File: src/ils_pkg.sv
`timescale 1ns / 1ps

package ils_pkg;

    localparam int IDX_W  = 11;
    localparam int DATA_W = 64;

    localparam logic [2:0] CMD_INSERT = 3'd0;
    localparam logic [2:0] CMD_REMOVE = 3'd1;
    localparam logic [2:0] CMD_READ   = 3'd2;
    localparam logic [2:0] CMD_WRITE  = 3'd3;
    localparam logic [2:0] CMD_FIND   = 3'd4;
    localparam logic [2:0] CMD_SUM    = 3'd5;

    typedef enum logic [2:0] {
        OP_NOP,
        OP_INSERT,
        OP_REMOVE,
        OP_READ,
        OP_WRITE,
        OP_FIND,
        OP_SUM
    } op_t;

    typedef enum logic [1:0] {
        ST_OK,
        ST_BAD_INDEX,
        ST_FULL,
        ST_NOT_FOUND
    } status_t;

    typedef struct packed {
        logic              valid;
        op_t               op;
        logic [IDX_W-1:0]  pos;
        logic [IDX_W-1:0]  cnt_old;
        logic [IDX_W-1:0]  cnt_new;
        status_t           status;
        logic              found;
        logic [IDX_W-1:0]  fpos;
        logic [DATA_W-1:0] val;
        logic [DATA_W-1:0] acc;
    } token_t;

endpackage

File: src/ils_cell.sv
`timescale 1ns / 1ps

module ils_cell #(
    parameter int INDEX = 0
) (
    input  logic                          clk,
    input  logic                          rst_n,
    input  logic                          en,
    input  ils_pkg::token_t               tok_in,
    input  logic [ils_pkg::DATA_W-1:0]    nbr_data,
    output ils_pkg::token_t               tok_out,
    output logic [ils_pkg::DATA_W-1:0]    data_o
);
    import ils_pkg::*;

    localparam logic [IDX_W-1:0] MY_IDX = IDX_W'(INDEX);

    logic [DATA_W-1:0] data_reg;
    logic [DATA_W-1:0] data_next;
    token_t            tok_reg;
    token_t            tok_next;
    logic              below;
    logic              at_pos;
    logic              from_pos;
    logic              is_last;

    assign below    = MY_IDX < tok_in.cnt_old;
    assign at_pos   = MY_IDX == tok_in.pos;
    assign from_pos = MY_IDX >= tok_in.pos;
    assign is_last  = (MY_IDX + IDX_W'(1)) == tok_in.cnt_old;

    always_comb
    begin
        data_next = data_reg;
        tok_next  = tok_in;
        if (tok_in.valid)
        begin
            case (tok_in.op)
                OP_INSERT:
                begin
                    // swap the displaced entry into the request
                    if (from_pos && (MY_IDX <= tok_in.cnt_old))
                    begin
                        data_next    = tok_in.val;
                        tok_next.val = data_reg;
                    end
                end
                OP_REMOVE:
                begin
                    if (at_pos)
                    begin
                        tok_next.acc = data_reg;
                    end
                    if (from_pos && below)
                    begin
                        data_next = is_last ? '0 : nbr_data;
                    end
                end
                OP_READ:
                begin
                    if (at_pos)
                    begin
                        tok_next.acc = data_reg;
                    end
                end
                OP_WRITE:
                begin
                    if (at_pos)
                    begin
                        data_next = tok_in.val;
                    end
                end
                OP_FIND:
                begin
                    if (below && !tok_in.found && (data_reg == tok_in.val))
                    begin
                        tok_next.found = 1'b1;
                        tok_next.fpos  = MY_IDX;
                    end
                end
                OP_SUM:
                begin
                    if (below)
                    begin
                        tok_next.acc = tok_in.acc + data_reg;
                    end
                end
                default:
                begin
                end
            endcase
        end
    end

    assign data_o  = data_reg;
    assign tok_out = tok_reg;

    always_ff @(posedge clk)
    begin
        if (en)
        begin
            data_reg <= data_next;
        end
    end

    always_ff @(posedge clk or negedge rst_n)
    begin
        if (!rst_n)
        begin
            tok_reg <= '0;
        end
        else if (en)
        begin
            tok_reg <= tok_next;
        end
    end

endmodule

File: config.mk
export PLATFORM = sky130hd
export DESIGN_NAME = ils_cell
export DESIGN_NICKNAME = d
export VERILOG_FILES = /design/src/ils_pkg.sv /design/src/ils_cell.sv
export SDC_FILE = /design/constraint.sdc
export NUM_CORES = 1
export LEC_CHECK = 0
export CORE_MARGIN = 2
export CORE_UTILIZATION = 30
export CTS_CLUSTER_DIAMETER = 60
export DETAILED_ROUTE_END_ITERATION = 7
export DONT_BUFFER_PORTS = 1
export GPL_TIMING_DRIVEN = 0
export SLEW_MARGIN = 20
export SYNTH_ARGS = -nofsm -noshare
export SYNTH_HDL_FRONTEND = slang
export SYNTH_SLANG_ARGS = --single-unit
export TNS_END_PERCENT = 30
File: constraint.sdc
create_clock -name clk -period 4.43 [get_ports clk]
set_input_delay 0.2215 -clock clk [delete_from_list [all_inputs] [get_ports clk]]
set_output_delay 0.2215 -clock clk [all_outputs]
set_load 0.01 [all_outputs]
---- After elaboration in Yosys (flattened, before gate mapping) ----
Index checks and enable logic that the tools add are counted.
W data, S select, Z words.
cells by class
  $add $sub $neg .......................... 1
  $mul .................................... 0
  divide/modulo/power cells ............... 0
  order comparisons ....................... 3
  eq/ne operators ......................... 11
  shift-type cells ........................ 0
  multiplexer cells ....................... 13
  bitwise operators ....................... 0
  reductions and logical operators ........ 9
operators with widths
  cell                   number
  $mux W64               8
  $pmux W64 S3           1
  $mux W140              1
  $pmux W64 S2           1
  $add A64 B64 Y64       1
  $eq A64 B64 Y1         1
  $mux W12               2
  $eq A1 B11 Y1 const A  1
  $ge A1 B11 Y1 const A  1
  $le A1 B11 Y1 const A  1
  $logic_not A11 Y1      1
  $lt A1 B11 Y1 const A  1
  $eq A3 B3 Y1 const B   3
  $eq A3 B2 Y1 const B   2
  $ne A2 B2 Y1 const B   3
  $reduce_and A6 Y1      1
  $logic_and A1 B1 Y1    4
  $eq A3 B1 Y1 const B   1
  $reduce_bool A3 Y1     1
  $reduce_or A2 Y1       1
  $logic_not A1 Y1       1
word-level totals
  bits in registers ....................... 243
  latch bits .............................. 0
  memory bits (writable) .................. 0
  memory bits (read-only) ................. 0
  input bits .............................. 246
  output and inout bits ................... 243
  word-level logic and storage cells ...... 48
  memories ................................ 0

---- Logic depth before layout (Yosys ltp) ----
  word-level depth ........................ 6
  gate-level depth with buffers ........... 12
  mapped depth without buffers ............ 12

---- Worst setup path after synthesis ----
Ideal clock, no wire load.
  kind .................................... in2reg
  start point ............................. input port tok_in[178] (netlist name)
  end point ............................... register data_reg[0] (netlist: data_o[0]) (enable)
  setup time .............................. 0.565 ns
  arrival ................................. 5.495 ns
  slack ................................... -1.630 ns
  cell stages on the path ................. 5
  cell sequence ........................... clkbuf_1 -> clkbuf_1 -> nand2_1 -> clkbuf_1 -> nor3_1
between the ends
  word-level cells in the longest chain between the ends .. 1
ends and longest elaborated chain
  element                             RTL line         RTL
  start, declared                     ils_cell.sv:9    input ils_pkg::token_t tok_in,
  $reduce_and A6 Y1 (no source line)  --
  end signal, assigned                ils_cell.sv:102  data_reg <= data_next;
  end, declared                       ils_cell.sv:18   logic [DATA_W-1:0] data_reg;
No other way between the ends.
A chain may end at the register's enable or synchronous reset.

---- Worst setup path in the final report ----
  start point ............................. register data_reg[16] (netlist: data_o[16])
  end point ............................... register tok_reg, in the netlist tok_out[43]
between the ends
  word-level cells in the longest chain between the ends .. 4
ends and longest elaborated chain
  element               RTL line         RTL
  $add A64 B64 Y64      ils_cell.sv:85   tok_next.acc = tok_in.acc + data_reg;
  $mux W64              ils_cell.sv:83   if (below)
  $pmux W64 S2          ils_cell.sv:38   case (tok_in.op)
  $mux W140             ils_cell.sv:36   if (tok_in.valid)
  end signal, assigned  ils_cell.sv:114  tok_reg <= tok_next;
  end, declared         ils_cell.sv:20   token_t tok_reg;
No other way between the ends.

==> results_tabular.tex <==
\begin{tabular}{lr}
\hline
Metric & Value \\
\hline
\multicolumn{2}{l}{\textbf{Clock network}} \\
\quad CTS clock-pin slew for the worst setup and hold paths & 0.06 ns \\
\quad Hold-fix buffers, CTS & 301 \\
\quad CTS Root Cell & sky130\_fd\_sc\_hd\_\_clkbuf\_16 \\
\quad Clock insertion delay at the later pin of the skew report & 0.56 ns \\
\quad Clock Tree Buf Depth & 3 \\
\quad Number of buffers created by CTS & 35 \\
\quad Number of clock sinks seen by CTS & 243 \\
\quad Count of instances resized after the clock tree is built & 0 \\
\quad Max H-tree Level & 2 \\
\quad Buffer count from post-CTS setup fixing & 0 \\
\quad Clock tree from TritonCTS & built \\
\multicolumn{2}{l}{\textbf{Die}} \\
\quad Die boundary height & 236.9 um \\
\quad Initial standard-cell utilization of the core & 0.3030 \\
\quad Die Footprint & 56120 sq um \\
\quad \# rows & 85 \\
\quad Number of top-level pins & 489 \\
\quad Die boundary width & 236.9 um \\
\quad Area of the core region & 53710 sq um \\
\multicolumn{2}{l}{\textbf{Timing}} \\
\quad Max Clock Skew & 0.01610 ns \\
\quad Pins over their slew limit & 0 \\
\quad Hold violation total from the final report & 0 \\
\quad Worst hold margin & 0.007931 ns \\
\quad Transition time of the tightest slew-check pin & 1.097 ns \\
\quad Minimum period implied by the final worst setup slack & 4.226 ns \\
\quad Setup repair after global routing missed its margin & no \\
\quad Total Negative Setup Slacks & 0 ns \\
\quad Final setup fails & 0 \\
\quad Portion of the clock cycle consumed by the worst path in the final layout & 0.9539 \\
\quad Max frequency & 236.6 MHz \\
\quad Worst-case headroom to the max-slew limit & 0.2686 \\
\multicolumn{2}{l}{\textbf{Routing}} \\
\quad Drt first-iter violations & 1610 \\
\quad Via count normalized by instance count & 6.017 \\
\quad Count of TritonRoute iterations in the first routing pass & 8 \\
\quad DRC violations left & 1 \\
\quad Final routed wire length divided by cell count & 30.98 um \\
\quad Total length of routed wires & 87860 um \\
\quad Routed via count & 17060 \\
\quad Number of nets with antenna violations after detailed routing & 0 \\
\multicolumn{2}{l}{\textbf{Run status}} \\
\quad Outcome & complete, but fails checks \\
\quad Violations in the final reports & DRC \\
\multicolumn{2}{l}{\textbf{Worst setup path}} \\
\quad CP Class & reg -> reg \\
\quad Cell depth of the worst flop-to-flop path & 12 \\
\quad Largest fanout of any net on the critical path & 8 \\
\quad Endpoint of the lowest-slack register-to-register path & tok\_out[43]\$\_DFFE\_PN0P\_ \\
\quad CP endpoint kind & register \\
\quad Worst reg2reg path startpoint & data\_o[16]\$\_DFFE\_PP\_ \\
\quad Critical path data required time & 4.82 ns \\
\quad CP max stage cell & sky130\_fd\_sc\_hd\_\_a2111oi\_1 \\
\quad Worst-path cell chain & ha\_1 -> buf\_2 -> a21oi\_1 -> o211ai\_1 -> a21oi\_1 -> o31a\_1 -> a2111oi\_1 -> nor2\_1 -> o21bai\_1 -> xor2\_1 -> a222oi\_1 -> o221ai\_1 \\
\quad Flop2flop setup slack & 0.20 ns \\
\quad Setup crit start kind & register \\
\quad CP dominant cell by count & sky130\_fd\_sc\_hd\_\_a21oi\_1 \\
\quad Data arrival time of the worst path & 4.61 ns \\
\quad CP max stage delay & 0.90 ns \\
\multicolumn{2}{l}{\textbf{Finish}} \\
\quad Non-Filler Instances & 2836 \\
\quad Share of layout cells above drive strength 1 & 0.06785 \\
\quad Final cell area excluding filler cells & 21430 sq um \\
\quad Fin nets & 2420 \\
\quad Fill cell total of the finished layout & 5238 \\
\quad Final core utilization & 0.3990 \\
\quad Area grow syn2layout & 31.67\% \\
\multicolumn{2}{l}{\textbf{Synth}} \\
\quad Share of synthesized flip-flops with an asynchronous set or reset & 0.7366 \\
\quad Dominant register cell in the synthesized netlist & sky130\_fd\_sc\_hd\_\_dfrtp\_1 \\
\quad Yosys reg bits & 243 \\
\quad Number of enable flip-flop cells after synthesis & 64 \\
\quad Total nets after synthesis & 2078 \\
\quad Mean Syn Cell Area & 9.204 sq um \\
\quad Gate Count Post-Synth & 1768 \\
\quad Synth Warn \# & 0 \\
\quad Summed instance area of the synthesized netlist & 16270 sq um \\
\quad Number of library cell types mapped by synthesis & 80 \\
\quad Part of the Yosys area used for sequential elements & 0.3934 \\
\multicolumn{2}{l}{\textbf{Global route}} \\
\quad Initial antenna violation count & 4 \\
\quad Global route overflow & 0 \\
\quad Via count of the first global-routing pass & 17480 \\
\quad First-pass GRT wire length & 124500 um \\
\quad Pin count of the biggest net entering global routing & 180 \\
\quad GRT Total Usage & 0.3056 \\
\multicolumn{2}{l}{\textbf{Hold path}} \\
\quad Hold Path Stages & 2 \\
\quad Start point of the worst min-delay path & tok\_in[49] \\
\quad Worst Hold Path EP & tok\_out[49]\$\_DFFE\_PN0P\_ \\
\quad Path type of the worst min-delay path & in -> reg \\
\multicolumn{2}{l}{\textbf{Place}} \\
\quad Port Buffer Count & 0 \\
\quad HPWL Detailed & 65050 um \\
\quad Placed instance area & 17220 sq um \\
\quad Post-placement cell count & 2468 \\
\quad Last weighted congestion value of the routability-driven placer & 0.9444 \\
\multicolumn{2}{l}{\textbf{Power and ir drop}} \\
\quad Switching share of power & 0.2994 \\
\quad Clock group share of total power & 0.423 \\
\quad Power per cell area & 315.7 nW/um\^{}2 \\
\quad Share of total power in sequential cells & 0.402 \\
\quad Leakage power summed over all cells & 0.008986 uW \\
\quad Combinational Power Share & 0.175 \\
\quad Net switching power & 2025 uW \\
\quad IR drop worst, VDD & 307.6 uV \\
\quad Cell-internal power & 4738 uW \\
\multicolumn{2}{l}{\textbf{Job}} \\
\quad Max-capacitance violation count & 0 \\
\hline
\end{tabular}
how the worst max path moves through the flow:
stage | start | endpoint | depth (start not counted) | slack [ns]
2_1_floorplan | tok_in[178] | data_o[0]$_DFFE_PP_ | 5 | 0.33
3_3_place_gp | tok_in[178] | data_o[25]$_DFFE_PP_ | 5 | -2.28
3_5_place_dp | data_o[16]$_DFFE_PP_ | tok_out[43]$_DFFE_PN0P_ | 12 | 0.22
4_1_cts | data_o[16]$_DFFE_PP_ | tok_out[43]$_DFFE_PN0P_ | 12 | 0.18
5_1_grt | data_o[16]$_DFFE_PP_ | tok_out[43]$_DFFE_PN0P_ | 12 | 0.05
6_report | data_o[16]$_DFFE_PP_ | tok_out[43]$_DFFE_PN0P_ | 12 | 0.20
registers in the layout, indices dropped and copies added, names as in the netlist:
signal   flops
tok_out    179
data_o      64
cell usage in the layout (no fill, tap or decap), types with 7 or more instances in the layout:
cell	synthesis	routed
sky130_fd_sc_hd__xnor2_1	59	59
sky130_fd_sc_hd__mux2i_1	81	81
sky130_fd_sc_hd__a211oi_1	17	17
sky130_fd_sc_hd__nor3_1	16	15
sky130_fd_sc_hd__clkbuf_16	0	37
sky130_fd_sc_hd__dlygate4sd3_1	0	300
sky130_fd_sc_hd__nand3_1	20	20
sky130_fd_sc_hd__or3_1	15	15
sky130_fd_sc_hd__buf_2	16	16
sky130_fd_sc_hd__o22ai_1	26	26
sky130_fd_sc_hd__o21a_1	8	8
sky130_fd_sc_hd__a31oi_1	12	12
sky130_fd_sc_hd__ha_1	63	63
sky130_fd_sc_hd__dfrtp_1	179	179
sky130_fd_sc_hd__o21bai_1	14	14
sky130_fd_sc_hd__mux2_2	38	38
sky130_fd_sc_hd__buf_1	10	10
sky130_fd_sc_hd__xor2_1	40	40
sky130_fd_sc_hd__nor4_1	14	14
sky130_fd_sc_hd__nor2_1	218	217
sky130_fd_sc_hd__a222oi_1	8	8
sky130_fd_sc_hd__a22oi_1	7	7
sky130_fd_sc_hd__o21ai_0	65	65
sky130_fd_sc_hd__edfxtp_1	64	64
sky130_fd_sc_hd__o211ai_1	8	8
sky130_fd_sc_hd__a22o_1	83	83
sky130_fd_sc_hd__o221ai_1	13	13
sky130_fd_sc_hd__inv_1	49	49
sky130_fd_sc_hd__a221oi_1	51	51
sky130_fd_sc_hd__a21oi_1	190	190
sky130_fd_sc_hd__nand2_1	88	88
sky130_fd_sc_hd__and3_1	12	12
sky130_fd_sc_hd__nand4_1	40	40
sky130_fd_sc_hd__clkbuf_1	103	106
sky130_fd_sc_hd__a21o_1	50	50
power groups by stage:
stage	combinational [uW]	sequential (uW)	clock [uW]
2_1_floorplan	635	2680	0
3_3_place_gp	850	2750	0
3_5_place_dp	864	2750	0
4_1_cts	1160	2720	2900
5_1_grt	1280	2730	3010
6_report	1180	2720	2860
stage by stage:
stage	total power (uW)	worst slack (ns)
detailed placement	3617	0.2169
global route	7019	0.05188
CTS	6768	0.1784
finish	6764	0.2042
global placement	3603	-2.276
floorplan	3312	0.3279
kinds of logic after synthesis:
group,after synthesis,share of synthesized area
flip-flops,243,0.3934
XOR/XNOR,99,0.05328
adder cells (fa/ha/maj),64,0.04967
AND/OR/NAND/NOR,457,0.1286
AO/OA/AOI/OAI,604,0.2550
multiplexers,119,0.07612
buffers and inverters,182,0.04390
synthesized netlist by cell type (8+ instances only):
cell type	number	area, sq um
sky130_fd_sc_hd__clkbuf_1	103	386.6
sky130_fd_sc_hd__a31oi_1	12	75.07
sky130_fd_sc_hd__mux2_2	38	427.9
sky130_fd_sc_hd__nor3_1	16	80.08
sky130_fd_sc_hd__buf_1	10	37.54
sky130_fd_sc_hd__nand2_1	88	330.3
sky130_fd_sc_hd__o211ai_1	8	60.06
sky130_fd_sc_hd__a222oi_1	8	80.08
sky130_fd_sc_hd__nand3_1	20	100.1
sky130_fd_sc_hd__a21oi_1	190	950.9
sky130_fd_sc_hd__xnor2_1	59	516.8
sky130_fd_sc_hd__o21ai_0	65	325.3
sky130_fd_sc_hd__dfrtp_1	179	4479
sky130_fd_sc_hd__xor2_1	40	350.3
sky130_fd_sc_hd__or3_1	15	93.84
sky130_fd_sc_hd__a221oi_1	51	446.7
sky130_fd_sc_hd__a22o_1	83	727.0
sky130_fd_sc_hd__a211oi_1	17	127.6
sky130_fd_sc_hd__inv_1	49	183.9
sky130_fd_sc_hd__o21a_1	8	60.06
sky130_fd_sc_hd__ha_1	63	788.3
sky130_fd_sc_hd__nor2_1	218	818.3
sky130_fd_sc_hd__buf_2	16	80.08
sky130_fd_sc_hd__edfxtp_1	64	1922
sky130_fd_sc_hd__mux2i_1	81	810.8
sky130_fd_sc_hd__o221ai_1	13	113.9
sky130_fd_sc_hd__a21o_1	50	375.4
sky130_fd_sc_hd__o22ai_1	26	162.7
sky130_fd_sc_hd__nor4_1	14	87.58
sky130_fd_sc_hd__and3_1	12	75.07
sky130_fd_sc_hd__nand4_1	40	250.2
sky130_fd_sc_hd__o21bai_1	14	105.1
per-layer routing:
layer,GRT usage,vias to the layer above,part of all wire
li1,-,7337,-
met3,0.08650,242,0.095
met5,0,-,0
met2,0.5099,1023,0.47
met1,0.3671,8462,0.38
met4,0.1333,0,0.049
cell type report:
class / count / area [sq um] / share of cell area
multi-input combinational: 1343 / 9173 / 0.4281
sequential: 243 / 6401 / 0.2987
timing repair buffer: 305 / 3087 / 0.1441
clock buffer: 45 / 996.0 / 0.04648
tap: 696 / 870.8 / 0.04064
buffer: 132 / 528.0 / 0.02464
inverter: 50 / 187.7 / 0.008759
clock inverter: 19 / 176.4 / 0.008234
antenna: 3 / 7.507 / 0.0003504
worst max-delay path: cells and delay by family, from the launching register on:
family / cells / cell delay (ns)
AO/OA/AOI/OAI: 8 / 2.59
flip-flops: 1 / 0.61
adder cells (fa/ha/maj): 1 / 0.37
buffers and inverters: 1 / 0.20
AND/OR/NAND/NOR: 1 / 0.16
XOR/XNOR: 1 / 0.13
Power figures use the tool's default switching activity.
